==> src/rtl/first_fit_segment_allocator_core_macros.svh <==
// assertion macros for the allocator rtl
// no dependencies; included by first_fit_segment_allocator_core.sv, which carries assertions
`ifndef FIRST_FIT_SEGMENT_ALLOCATOR_CORE_MACROS_SVH
`define FIRST_FIT_SEGMENT_ALLOCATOR_CORE_MACROS_SVH

// property that must hold at every clock edge outside reset
`define FFSA_ASSERT(label, clk, rst, prop, msg) \
   label: assert property (@(posedge clk) disable iff (rst) (prop)) else $error(msg);

// same-cycle implication
`define FFSA_IMPLIES(label, clk, rst, ante, cons, msg) \
   label: assert property (@(posedge clk) disable iff (rst) (ante) |-> (cons)) else $error(msg);

// next-cycle implication
`define FFSA_IMPLIES_NEXT(label, clk, rst, ante, cons, msg) \
   label: assert property (@(posedge clk) disable iff (rst) (ante) |=> (cons)) else $error(msg);

`endif

==> src/rtl/ffsa_pkg.sv <==
// types and codes for the first-fit segment allocator
// no dependencies
`timescale 1ns / 1ps

package ffsa_pkg;

   // request actions
   localparam logic [1:0] ACT_ALLOC  = 2'd0;
   localparam logic [1:0] ACT_FREE   = 2'd1;
   localparam logic [1:0] ACT_RESIZE = 2'd2;

   // response status codes
   localparam logic [1:0] ST_OK        = 2'd0;
   localparam logic [1:0] ST_NOFIT     = 2'd1;
   localparam logic [1:0] ST_FULL      = 2'd2;
   localparam logic [1:0] ST_BADRESIZE = 2'd3;

   typedef struct packed {
      logic [1:0]  action;
      logic [31:0] offset;
      logic [31:0] length;
      logic [31:0] new_capacity;
   } ffsa_req_type;

   typedef struct packed {
      logic [1:0]  status;
      logic [31:0] alloc_offset;
      logic [5:0]  free_segments;
   } ffsa_rsp_type;

   typedef enum logic [2:0] {
      S_INIT,
      S_IDLE,
      S_SCAN,
      S_RSZ,
      S_SHDN,
      S_SHUP,
      S_DONE
   } ffsa_state_type;

endpackage

==> src/rtl/ffsa_ram.sv <==
// generic single-write, single-read ram with registered read data
// no dependencies
`timescale 1ns / 1ps

module ffsa_ram #(
   parameter int WIDTH = 64,
   parameter int DEPTH = 32
) (
   input  logic                     clock,
   input  logic                     wr_en,
   input  logic [$clog2(DEPTH)-1:0] wr_addr,
   input  logic [WIDTH-1:0]         wr_data,
   input  logic [$clog2(DEPTH)-1:0] rd_addr,
   output logic [WIDTH-1:0]         rd_data
);

   logic [WIDTH-1:0] mem [DEPTH];

   // write port and registered read port
   always_ff @(posedge clock) begin
      if (wr_en) begin
         mem[wr_addr] <= wr_data;
      end
      rd_data <= mem[rd_addr];
   end

endmodule

==> src/rtl/first_fit_segment_allocator_core.sv <==
// A request settled at once goes straight to the response strobe; a resize that reads the
// tail passes through S_RSZ, a scan through S_SCAN, and a removal or insertion adds a shift
// of one entry per cycle in S_SHDN or S_SHUP. One request at a time; busy stays high
// through the response strobe, so the next request is accepted in the cycle after it at the
// earliest. A synchronous reset passes through S_INIT, which writes the initial segment.
// Depends on ffsa_pkg, ffsa_ram and the assertion macro header.
`timescale 1ns / 1ps
`include "first_fit_segment_allocator_core_macros.svh"

module first_fit_segment_allocator_core
   import ffsa_pkg::*;
#(
   parameter int              MAX_SEGMENTS     = 32,
   parameter int              ADDR_BITS        = 32,
   parameter logic [63:0]     INITIAL_CAPACITY = 64'd2097152
) (
   input  logic         clock,
   input  logic         reset,
   input  logic         start,
   output logic         busy,
   input  ffsa_req_type req_data,
   output logic         rsp_valid,
   output ffsa_rsp_type rsp_data
);

   localparam int A  = ADDR_BITS;
   localparam int EW = 2 * ADDR_BITS;
   localparam int IW = $clog2(MAX_SEGMENTS);
   localparam int CW = $clog2(MAX_SEGMENTS + 1);
   localparam logic [CW-1:0] MAXC = CW'(MAX_SEGMENTS);
   localparam logic [A-1:0]  INITC = A'(INITIAL_CAPACITY);

   ffsa_state_type state_ff, state_in;
   logic [CW-1:0]  count_ff, count_in;
   logic [A-1:0]   cap_ff, cap_in;
   logic [1:0]     act_ff, act_in;
   logic [A-1:0]   off_ff, off_in, len_ff, len_in, want_ff, want_in;
   logic [A:0]     end_ff, end_in;
   logic [CW-1:0]  src_ff, src_in, left_ff, left_in, rq_ff, rq_in, at_ff, at_in;
   logic           rv_ff, rv_in;
   logic [EW-1:0]  prev_ff, prev_in, ins_ff, ins_in;
   logic [1:0]     st_ff, st_in;
   logic [A-1:0]   grant_ff, grant_in;

   logic           wr_en;
   logic [IW-1:0]  wr_addr, rd_addr;
   logic [EW-1:0]  wr_data, rd_data;
   logic           shift_rd;

   // segment table, entry = {start, size}
   ffsa_ram #(.WIDTH(EW), .DEPTH(MAX_SEGMENTS)) u_table (
      .clock   (clock),
      .wr_en   (wr_en),
      .wr_addr (wr_addr),
      .wr_data (wr_data),
      .rd_addr (rd_addr),
      .rd_data (rd_data)
   );

   logic [A-1:0]  e_start, e_size, p_start, p_size, r_off, r_len, r_want;
   logic [CW-1:0] cm1, nx;
   logic [A:0]    r_end, e_end, p_end;
   logic          hit, last, has_prev, tp, tn;

   assign e_start = rd_data[EW-1:A];
   assign e_size  = rd_data[A-1:0];
   assign e_end   = {1'b0, e_start} + {1'b0, e_size};
   assign cm1     = count_ff - CW'(1);
   assign r_off   = A'(req_data.offset);
   assign r_len   = A'(req_data.length);
   assign r_want  = A'(req_data.new_capacity);
   assign r_end   = {1'b0, r_off} + {1'b0, r_len};
   assign last    = (rq_ff + CW'(1)) == count_ff;

   // hit test and neighbor selection; for free, a hit places the range before the entry on rd_data
   always_comb begin
      if (act_ff == ACT_ALLOC) begin
         hit = e_size >= len_ff;
      end else begin
         hit = {1'b0, e_start} >= end_ff;
      end
      nx       = hit ? rq_ff : count_ff;
      has_prev = hit ? (rq_ff != '0) : 1'b1;
      p_start  = hit ? prev_ff[EW-1:A] : e_start;
      p_size   = hit ? prev_ff[A-1:0] : e_size;
      p_end    = {1'b0, p_start} + {1'b0, p_size};
      tp       = has_prev && (p_end == {1'b0, off_ff});
      tn       = hit && ({1'b0, e_start} == end_ff);
   end

   // sequencer: next state, ram control and result
   always_comb begin
      state_in = state_ff;
      count_in = count_ff;
      cap_in   = cap_ff;
      act_in   = act_ff;
      off_in   = off_ff;
      len_in   = len_ff;
      want_in  = want_ff;
      end_in   = end_ff;
      src_in   = src_ff;
      left_in  = left_ff;
      rq_in    = src_ff;
      at_in    = at_ff;
      rv_in    = 1'b0;
      prev_in  = prev_ff;
      ins_in   = ins_ff;
      st_in    = st_ff;
      grant_in = grant_ff;
      wr_en    = 1'b0;
      wr_addr  = '0;
      wr_data  = '0;
      rd_addr  = src_ff[IW-1:0];
      unique case (state_ff)
         S_INIT: begin
            wr_en    = 1'b1;
            wr_data  = {{A{1'b0}}, cap_ff};
            state_in = S_IDLE;
         end
         S_IDLE: begin
            rd_addr = cm1[IW-1:0];
            if (start) begin
               act_in   = req_data.action;
               off_in   = r_off;
               len_in   = r_len;
               want_in  = r_want;
               end_in   = r_end;
               src_in   = '0;
               grant_in = '0;
               st_in    = ST_OK;
               state_in = S_DONE;
               unique case (req_data.action)
                  ACT_ALLOC: begin
                     if (count_ff == '0) begin
                        st_in = ST_NOFIT;
                     end else begin
                        state_in = S_SCAN;
                     end
                  end
                  ACT_FREE: begin
                     if (r_len == '0 || r_end > {1'b0, cap_ff}) begin
                        state_in = S_DONE;
                     end else if (count_ff == '0) begin
                        ins_in   = {r_off, r_len};
                        at_in    = '0;
                        left_in  = '0;
                        state_in = S_SHUP;
                     end else begin
                        state_in = S_SCAN;
                     end
                  end
                  ACT_RESIZE: begin
                     if (r_want == cap_ff) begin
                        state_in = S_DONE;
                     end else if (count_ff == '0) begin
                        if (r_want > cap_ff) begin
                           wr_en    = 1'b1;
                           wr_data  = {cap_ff, r_want - cap_ff};
                           count_in = CW'(1);
                           cap_in   = r_want;
                        end else begin
                           st_in = ST_BADRESIZE;
                        end
                     end else begin
                        rv_in    = 1'b1;
                        state_in = S_RSZ;
                     end
                  end
                  default: state_in = S_DONE;
               endcase
            end
         end
         S_SCAN: begin
            // keep one read in flight ahead of the check
            if (src_ff < count_ff) begin
               rv_in  = 1'b1;
               src_in = src_ff + CW'(1);
            end
            if (rv_ff) begin
               if (act_ff == ACT_ALLOC) begin
                  if (hit) begin
                     grant_in = e_start;
                     rv_in    = 1'b0;
                     if (e_size == len_ff) begin
                        src_in   = rq_ff + CW'(1);
                        left_in  = cm1 - rq_ff;
                        state_in = S_SHDN;
                     end else begin
                        wr_en    = 1'b1;
                        wr_addr  = rq_ff[IW-1:0];
                        wr_data  = {e_start + len_ff, e_size - len_ff};
                        state_in = S_DONE;
                     end
                  end else if (last) begin
                     st_in    = ST_NOFIT;
                     rv_in    = 1'b0;
                     state_in = S_DONE;
                  end
               end else begin
                  prev_in = rd_data;
                  if (hit || last) begin
                     rv_in    = 1'b0;
                     state_in = S_DONE;
                     if (tp && tn) begin
                        wr_en    = 1'b1;
                        wr_addr  = IW'(nx - CW'(1));
                        wr_data  = {p_start, p_size + len_ff + e_size};
                        src_in   = nx + CW'(1);
                        left_in  = cm1 - nx;
                        state_in = S_SHDN;
                     end else if (tp) begin
                        wr_en   = 1'b1;
                        wr_addr = IW'(nx - CW'(1));
                        wr_data = {p_start, p_size + len_ff};
                     end else if (tn) begin
                        wr_en   = 1'b1;
                        wr_addr = nx[IW-1:0];
                        wr_data = {off_ff, e_size + len_ff};
                     end else if (count_ff == MAXC) begin
                        st_in = ST_FULL;
                     end else begin
                        ins_in   = {off_ff, len_ff};
                        at_in    = nx;
                        src_in   = cm1;
                        left_in  = count_ff - nx;
                        state_in = S_SHUP;
                     end
                  end
               end
            end
         end
         S_RSZ: begin
            state_in = S_DONE;
            wr_addr  = cm1[IW-1:0];
            if (want_ff > cap_ff) begin
               if (e_end == {1'b0, cap_ff}) begin
                  wr_en   = 1'b1;
                  wr_data = {e_start, want_ff - e_start};
                  cap_in  = want_ff;
               end else if (count_ff == MAXC) begin
                  st_in = ST_FULL;
               end else begin
                  wr_en    = 1'b1;
                  wr_addr  = count_ff[IW-1:0];
                  wr_data  = {cap_ff, want_ff - cap_ff};
                  count_in = count_ff + CW'(1);
                  cap_in   = want_ff;
               end
            end else if (e_end != {1'b0, cap_ff} || e_start > want_ff) begin
               st_in = ST_BADRESIZE;
            end else begin
               cap_in = want_ff;
               if (e_start == want_ff) begin
                  count_in = cm1;
               end else begin
                  wr_en   = 1'b1;
                  wr_data = {e_start, want_ff - e_start};
               end
            end
         end
         S_SHDN: begin
            // move entries one place toward the front
            if (left_ff != '0) begin
               rv_in   = 1'b1;
               src_in  = src_ff + CW'(1);
               left_in = left_ff - CW'(1);
            end
            if (rv_ff) begin
               wr_en   = 1'b1;
               wr_addr = IW'(rq_ff - CW'(1));
               wr_data = rd_data;
            end else if (left_ff == '0) begin
               count_in = cm1;
               state_in = S_DONE;
            end
         end
         S_SHUP: begin
            // move entries one place toward the back, then place the new one
            if (left_ff != '0) begin
               rv_in   = 1'b1;
               src_in  = src_ff - CW'(1);
               left_in = left_ff - CW'(1);
            end
            if (rv_ff) begin
               wr_en   = 1'b1;
               wr_addr = IW'(rq_ff + CW'(1));
               wr_data = rd_data;
            end else if (left_ff == '0) begin
               wr_en    = 1'b1;
               wr_addr  = at_ff[IW-1:0];
               wr_data  = ins_ff;
               count_in = count_ff + CW'(1);
               state_in = S_DONE;
            end
         end
         S_DONE: begin
            state_in = S_IDLE;
         end
         default: state_in = S_IDLE;
      endcase
   end

   // control registers
   always_ff @(posedge clock) begin
      if (reset) begin
         state_ff <= S_INIT;
         count_ff <= CW'(1);
         cap_ff   <= INITC;
         rv_ff    <= 1'b0;
      end else begin
         state_ff <= state_in;
         count_ff <= count_in;
         cap_ff   <= cap_in;
         rv_ff    <= rv_in;
      end
   end

   // request and working registers
   always_ff @(posedge clock) begin
      act_ff   <= act_in;
      off_ff   <= off_in;
      len_ff   <= len_in;
      want_ff  <= want_in;
      end_ff   <= end_in;
      src_ff   <= src_in;
      left_ff  <= left_in;
      rq_ff    <= rq_in;
      at_ff    <= at_in;
      prev_ff  <= prev_in;
      ins_ff   <= ins_in;
      st_ff    <= st_in;
      grant_ff <= grant_in;
   end

   // response
   assign busy                   = state_ff != S_IDLE;
   assign rsp_valid              = state_ff == S_DONE;
   assign rsp_data.status        = st_ff;
   assign rsp_data.alloc_offset  = 32'(grant_ff);
   assign rsp_data.free_segments = 6'(count_ff);

   // a shift step that also issues the next read
   assign shift_rd = rv_in && (state_ff == S_SHDN || state_ff == S_SHUP);

   `FFSA_ASSERT(a_count_bound, clock, reset, count_ff <= MAXC, "segment count above table size")
   `FFSA_IMPLIES(a_shift_no_alias, clock, reset, wr_en && shift_rd, wr_addr != rd_addr, "shift alias")
   `FFSA_IMPLIES_NEXT(a_rsp_single, clock, reset, rsp_valid, !rsp_valid && !busy, "long response")
   `FFSA_IMPLIES_NEXT(a_busy_after_start, clock, reset, start && !busy, busy, "not busy after start")

endmodule

==> config.mk <==
export PLATFORM = sky130hd
export DESIGN_NAME = first_fit_segment_allocator_core
export DESIGN_NICKNAME = d
export VERILOG_FILES = /design/src/rtl/ffsa_pkg.sv /design/src/rtl/ffsa_ram.sv /design/src/rtl/first_fit_segment_allocator_core.sv
export VERILOG_INCLUDE_DIRS = /design/src /design/src/rtl
export SDC_FILE = /design/constraint.sdc
export NUM_CORES = 2
export LEC_CHECK = 0
export BUFFER_PORTS_ARGS = -buffer_cell sky130_fd_sc_hd__buf_2
export CAP_MARGIN = 20
export CORE_MARGIN = 3
export CORE_UTILIZATION = 40
export CTS_CLUSTER_DIAMETER = 60
export DETAILED_ROUTE_END_ITERATION = 7
export PLACE_DENSITY = 0.57
export SYNTH_ARGS = -nofsm -noshare
export SYNTH_HDL_FRONTEND = slang
export SYNTH_HIERARCHICAL = 1
export SYNTH_SLANG_ARGS = --single-unit
==> constraint.sdc <==
create_clock -name clock -period 14.2 [get_ports clock]
set_clock_uncertainty 0.1 [all_clocks]
set_input_delay 1.42 -clock clock [delete_from_list [all_inputs] [get_ports clock]]
set_output_delay 1.42 -clock clock [all_outputs]
set_load 0.03 [all_outputs]
# After elaboration in Yosys (flattened, before gate mapping)
# Memories as Yosys holds them, arrays and structs flattened. A register that Yosys moved wholly into a read port is not among the register bits.
# Cells that the tools add are included.
dict set report totals {
  ramBits 2048
  mem_count 1
  ff_bits 358
  latchBits 0
  out_inout_bits 42
  rom_bits 0
  inputBits 101
  elab_cells 338
}
# name depth word_bits rd rd_clocked_by_memory_dff write_ports line_no
set mem_list {}
lappend mem_list {u_table.mem 32 64 1 1 1 ffsa_ram.sv:17} ;# logic [WIDTH-1:0] mem [DEPTH];
dict set report classes {
  bitwise 1
  addsub 23
  n_eq_ne 61
  reduce_logical 31
  order_cmp 7
  n_mul 0
  div_mod_pow 0
  shift 0
  mux 197
}
# cell count
set op_table {}
lappend op_table {{2-to-1 mux 64 bit} 32}
lappend op_table {{2-to-1 mux 32 bit} 15}
lappend op_table {{case mux 64 bit (6 select lines)} 1}
lappend op_table {{2-to-1 mux 6 bit} 42}
lappend op_table {{adder 32 bit} 4}
lappend op_table {{case mux 32 bit (2 select lines)} 2}
lappend op_table {{case mux 64 bit (2 select lines)} 1}
lappend op_table {{subtractor 32 bit} 4}
lappend op_table {{2-to-1 mux 5 bit} 22}
lappend op_table {{adder 32 x 32 -> 33 bit} 3}
lappend op_table {{== test 32 bit} 3}
lappend op_table {{> comparator 32 bit} 3}
lappend op_table {{== test 33 x 32 -> 1 bit} 2}
lappend op_table {{case mux 6 bit (4 select lines)} 2}
lappend op_table {{inequality test 2 bit, second input constant} 22}
lappend op_table {{2-to-1 mux 2 bit} 21}
lappend op_table {{2-to-1 mux 3 bit} 13}
lappend op_table {{inequality test 3 bit, second input constant} 13}
lappend op_table {{2-to-1 mux 1 bit} 37}
lappend op_table {{== test 32 x 33 -> 1 bit} 1}
lappend op_table {{greater-or-equal comparator 32 x 33 -> 1 bit} 1}
lappend op_table {{> comparator 33 x 32 -> 1 bit} 1}
lappend op_table {{inequality test 33 x 32 -> 1 bit} 1}
lappend op_table {{greater-or-equal comparator 32 bit} 1}
lappend op_table {{other kinds (46)} 73}

# Depth between registers and ports, before layout
dict set report depth {
  ltp_word 14
  mapped_depth 43
  mapped_depth_nobuf 36
}

# Modules after synthesis
# The synthesis kept the hierarchy.
# mod n_inst seq_area_each_um2 cells_per_inst area_per_inst_um2
set by_module_without_submodules {}
lappend by_module_without_submodules {ffsa_ram 1 62780.2 3109 78949.5}
lappend by_module_without_submodules {first_fit_segment_allocator_core 1 10269.8 4943 40273.6}

# Worst setup path before layout
# No wires, ideal clock.
dict set report synth_timing {
  path_type {register -> register}
  start {register len_ff[2]}
  end {memory u_table.mem[28][0], enable pin}
  arrival_ps 10380
  t_required_ps 13613
  setup_ps 487
  path_buffers 9
  path_stages_with_launch 34
  period_less_slack_ps 10967
  setup_slack_ps 3233
  path_cell_list {edfxtp_1 inv_1 ha_1 clkbuf_1 nand3_1 a21oi_1 nor2_1 o31ai_1 a211oi_1 a21oi_1 buf_2 buf_2 buf_1 buf_1 mux2_2 ha_1 buf_2 a211o_1 and3_1 o311ai_0 nand2_1 mux2i_1 or3_1 or4_4 nor4_4 buf_6 buf_6 xnor2_1 nor2_1 a21oi_1 o221ai_1 or3b_2 clkbuf_1 nor2_1}
}
dict set report synth_between {
  word_cells_on_any_way 34
  cone_classes {add/sub: 2; order compare: 1; eq/ne: 2; mux: 25; reduce/logical: 4}
}
# element line_no
set synth_rtl {}
lappend synth_rtl {{from (decl)} first_fit_segment_allocator_core.sv:37} ;# logic [A-1:0] off_ff, off_in, len_ff, len_in, want_ff, want_in;
lappend synth_rtl {{from (signal assigned)} first_fit_segment_allocator_core.sv:322} ;# len_ff <= len_in;
lappend synth_rtl {{greater-or-equal comparator 32 bit} first_fit_segment_allocator_core.sv:78} ;# hit = e_size >= len_ff;
lappend synth_rtl {{2-to-1 mux 1 bit} first_fit_segment_allocator_core.sv:77} ;# if (act_ff == ACT_ALLOC) begin
lappend synth_rtl {{2-to-1 mux 32 bit, on equally long branches} {first_fit_segment_allocator_core.sv:84, first_fit_segment_allocator_core.sv:85}}
lappend synth_rtl {{adder 32 x 32 -> 33 bit} first_fit_segment_allocator_core.sv:86} ;# p_end = {1'b0, p_start} + {1'b0, p_size};
lappend synth_rtl {{== test 33 x 32 -> 1 bit} first_fit_segment_allocator_core.sv:87} ;# tp = has_prev && (p_end == {1'b0, off_ff});
lappend synth_rtl {{logical AND 1 bit} first_fit_segment_allocator_core.sv:87}
lappend synth_rtl {{2-to-1 mux 5 bit or logical AND 1 bit (tied branches)} {first_fit_segment_allocator_core.sv:211, first_fit_segment_allocator_core.sv:204}}
lappend synth_rtl {{2-to-1 mux 5 bit} first_fit_segment_allocator_core.sv:204} ;# if (tp && tn) begin
lappend synth_rtl {{2-to-1 mux 5 bit} first_fit_segment_allocator_core.sv:201} ;# if (hit || last) begin
lappend synth_rtl {{2-to-1 mux 5 bit (*)} first_fit_segment_allocator_core.sv:180} ;# if (act_ff == ACT_ALLOC) begin
lappend synth_rtl {{2-to-1 mux 5 bit (*)} first_fit_segment_allocator_core.sv:179} ;# if (rv_ff) begin
lappend synth_rtl {{case mux 5 bit (4 select lines) (*)} first_fit_segment_allocator_core.sv:114} ;# unique case (state_ff)
lappend synth_rtl {{named net wr_addr[0]} first_fit_segment_allocator_core.sv:46} ;# logic [IW-1:0] wr_addr, rd_addr;
lappend synth_rtl {{to (decl)} ffsa_ram.sv:17}
# The timed path passes the listed nets; every way through them passes the cells marked *.

# Worst setup path after layout
dict set report layout_timing {
  start {register u_table.rd_data[32], read port of u_table.mem}
  end {memory u_table.mem[1][41], enable pin}
}
dict set report layout_between {
  word_cells_on_any_way 44
  cone_classes {add/sub: 3; order compare: 2; eq/ne: 5; mux: 29; reduce/logical: 5}
}
# element line_no
set layout_rtl {}
lappend layout_rtl {{from (decl)} ffsa_ram.sv:14} ;# output logic [WIDTH-1:0] rd_data
lappend layout_rtl {{greater-or-equal comparator 32 x 33 -> 1 bit} first_fit_segment_allocator_core.sv:80} ;# hit = {1'b0, e_start} >= end_ff;
lappend layout_rtl {{2-to-1 mux 1 bit} first_fit_segment_allocator_core.sv:77}
lappend layout_rtl {{2-to-1 mux 32 bit, on equally long branches} {first_fit_segment_allocator_core.sv:84, first_fit_segment_allocator_core.sv:85}}
lappend layout_rtl {{adder 32 x 32 -> 33 bit} first_fit_segment_allocator_core.sv:86}
lappend layout_rtl {{== test 33 x 32 -> 1 bit} first_fit_segment_allocator_core.sv:87}
lappend layout_rtl {{logical AND 1 bit} first_fit_segment_allocator_core.sv:87}
lappend layout_rtl {{2-to-1 mux 5 bit or logical AND 1 bit (tied branches)} {first_fit_segment_allocator_core.sv:211, first_fit_segment_allocator_core.sv:204}}
lappend layout_rtl {{2-to-1 mux 5 bit} first_fit_segment_allocator_core.sv:204}
lappend layout_rtl {{2-to-1 mux 5 bit} first_fit_segment_allocator_core.sv:201}
lappend layout_rtl {{2-to-1 mux 5 bit} first_fit_segment_allocator_core.sv:180}
lappend layout_rtl {{2-to-1 mux 5 bit} first_fit_segment_allocator_core.sv:179}
lappend layout_rtl {{case mux 5 bit (4 select lines) (*)} first_fit_segment_allocator_core.sv:114}
lappend layout_rtl {{named net wr_addr[0]} first_fit_segment_allocator_core.sv:46}
# Marked as above.

==> flow_metrics.env <==
export IMPL_path_class="flop to flop"
export IMPL_ir_drop_mv=0.201
export IMPL_cts_root_buf="clkbuf_16"
export IMPL_dp_hpwl_mm=342
export IMPL_clock_latency_ps=930
export IMPL_crit_path_top_delay_cell="nand4_1"
export IMPL_grt_max_degree=97
export IMPL_worstMarginPinSlew_ps=1330
export IMPL_rsz0062_at_grt="no"
export IMPL_synth_edf_count=2358
export IMPL_met1_usage_pct=43.2
export IMPL_place_gp_congestion=1.02
export IMPL_synthCells=8052
export IMPL_final_common_cell="edfxtp_1"
export IMPL_outcome="finished clean"
export IMPL_drive_above_1_share_pct=20.3
export IMPL_yosys_area_share_simple_pct=6.19
export IMPL_reg2reg_slack_ps=1620
export IMPL_crit_path_end_kind="flop"
export IMPL_clock_path_buffers=4
export IMPL_dieWidth_um=552
export IMPL_drt_total_wl_mm=475
export IMPL_grtUsageMet3_pct=4.92
export IMPL_relSlewSlack_pct=10.3
export IMPL_nets=8960
export IMPL_multi_input_area_um2=44400
export IMPL_top_usage_layer="met2"
export IMPL_yosys_warnings=6
export IMPL_htreeDepth=5
export IMPL_ys_types=104
export IMPL_leakage_nw=47.5
export IMPL_period_share_pct=88.6
export IMPL_io_buffers=142
export IMPL_antenna_found_initial=49
export IMPL_grt_pass1_wl_mm=648
export IMPL_synth_xor_area_share_pct=2.76
export IMPL_setup_tns_ps=0
export IMPL_stdcell_area_um2=137000
export IMPL_slew_violations=0
export IMPL_cp_max_fo=90
export IMPL_area_delta_synth_final_pct=14.7
export IMPL_grt_use_total_pct=30.7
export IMPL_async_flop_share_pct=0
export IMPL_antenna_left=0
export IMPL_cts_sinks=2470
export IMPL_place_area_um2=127000
export IMPL_synth_fp_nets=8602
export IMPL_power_density_nw_per_um2=258
export IMPL_synthMuxAreaShare_pct=13.2
export IMPL_dieArea_um2=305000
export IMPL_start_util_pct=40.4
export IMPL_drc=0
export IMPL_core_area_um2=295000
export IMPL_synth_seq_cells=2470
export IMPL_nFillCells=25664
export IMPL_ctsHoldBuffers=0
export IMPL_synth_seq_area_share_pct=61.3
export IMPL_num_vias=79447
export IMPL_synth_ff_type="edfxtp_1"
export IMPL_grt_pass1_vias=76714
export IMPL_post_cts_setup_buffers=0
export IMPL_hold_violations=0
export IMPL_boundaryPins=143
export IMPL_worstHoldPathType="flop to flop"
export IMPL_cap_violations=0
export IMPL_synth_area_um2=119000
export IMPL_cp_start_kind="flop"
export IMPL_path_common_cell="buf_12"
export IMPL_first_iter_violations=10428
export IMPL_cts_buffers=294
export IMPL_drtPass1Iterations=6
export IMPL_path_clk_slew_ps=60
export IMPL_finalSetupViolations=0
export IMPL_synthAdderAreaFrac_pct=4.79
export IMPL_cts_resized=0
export IMPL_std_cell_rows=199
export IMPL_layout_common_cells="edfxtp_1, mux4_2, nand2_1, a21oi_1, ha_1"
export IMPL_final_seq_area_um2=73100
export IMPL_vias_per_cell=6.31
export IMPL_die_h_um=552
export IMPL_critPathRequiredTime_ps=14640
export IMPL_synth_compound_area_share_pct=9.61
export IMPL_slowest_delay_ps=950
export IMPL_gr_total_overflow=0
export IMPL_timing_fmax_mhz=79.5
export IMPL_cts_tree="built"
export IMPL_wl_per_cell_um=37.7
export IMPL_avgSynthCellArea_um2=14.8
export IMPL_cp_data_arrival_time_ps=13020
export IMPL_grtUsageMet2_pct=46.4
export IMPL_synth_top_family_by_area="multiplexers"
export IMPL_final_min_clock_period_ps=12580
## synthesized netlist by cell type, drive strengths merged, types with 102 or more instances
library cell | n | area share, %
a21o | 150 | 0.94
a21oi | 454 | 1.9
buf | 177 | 0.78
clkbuf | 193 | 0.61
dfxtp | 112 | 1.9
edfxtp | 2358 | 59
ha | 436 | 4.6
inv | 262 | 0.82
mux2 | 115 | 1.1
mux2i | 102 | 0.86
mux4 | 594 | 11
nand2 | 552 | 1.7
nand3 | 106 | 0.44
nor2 | 397 | 1.3
o21ai | 376 | 1.6
xnor2 | 257 | 1.9
xor2 | 119 | 0.87
## report_power, final
part           internal, mW  switching [mW]  leakage, nW  total, mW
Clock                  4.50            3.15         4.78       7.65
Combinational          6.47            11.8         19.4       18.2
Sequential             8.77           0.657         23.4       9.42
Total                  19.7            15.6         47.5       35.3
## sequential cells by signal (all words and copies together), names as in the netlist, 6 cells and up
| name | flops |
|---|---|
| prev_ff | 64 |
| end_ff | 33 |
| left_ff | 6 |
| u_table/mem | 2048 |
| len_ff | 32 |
| ins_ff | 64 |
| off_ff | 32 |
| grant_ff | 32 |
| want_ff | 32 |
| u_table/rd_data | 64 |
| rq_in | 6 |
| rq_ff | 6 |
| cap_ff | 32 |
| count_ff | 6 |
## kinds of logic after synthesis
| kind of cell | after synthesis |
|---|---|
| buffers and inverters | 634 |
| multiplexers | 811 |
| AND/OR/NAND/NOR | 1566 |
| flip-flops | 2470 |
| XOR/XNOR | 376 |
| adder cells (fa/ha/maj) | 449 |
| AO/OA/AOI/OAI | 1746 |
## worst max-delay path, delay by kind of cell (launching register included)
family	cells	cell delay, ps
AND/OR/NAND/NOR	10	5070
AO/OA/AOI/OAI	8	2640
buffers and inverters	6	1820
adder cells (fa/ha/maj)	2	880
flip-flops	1	810
multiplexers	1	430
XOR/XNOR	1	120
## worst paths after layout
kind | to | from | depth (start not counted)
min reg2reg | rq_ff[5] | rq_in[5] | 0
min | rq_ff[5] | rq_in[5] | 0
max reg2reg | u_table/mem[1][41] | u_table/rd_data[32] | 28
max | u_table/mem[1][41] | u_table/rd_data[32] | 28
## area by class of cell
| type | instances | area share (%) |
|---|---|---|
| Sequential cell | 2470 | 53.4 |
| Timing Repair Buffer | 432 | 2.59 |
| Clock inverter | 172 | 1.46 |
| Inverter | 264 | 0.729 |
| Antenna cell | 25 | 0.0457 |
| Tap cell | 3919 | 3.58 |
| Clock buffer | 364 | 5.75 |
| Multi-Input combinational cell | 4948 | 32.4 |
## per-layer routing
layer / vias up / part of all wire [%] / routed length [um]
met5: - / 0.015 / 73
met3: 895 / 8.5 / 40300
li1: 32777 / - / -
met2: 4365 / 44 / 211000
met4: 10 / 5.8 / 27800
met1: 41400 / 41 / 196000
## metrics by stage
| step | util (%) | hold slack, ps | instances | setup slack [ps] | power (mW) |
|---|---|---|---|---|---|
| after floorplan | - | 272 | 8052 | 3230 | 20.3 |
| after global placement | 42.9 | 390 | 12017 | 1200 | 27.5 |
| after CTS | 46.2 | 403 | 12559 | 1980 | 35.1 |
| final | 46.3 | 410 | 12594 | 1620 | 35.3 |
| after global routing | 46.3 | 412 | 12586 | 1640 | 36.6 |
| after detailed placement | 42.9 | 394 | 12023 | 2060 | 27.4 |
Note: power is estimated with default switching activity, not from simulation.
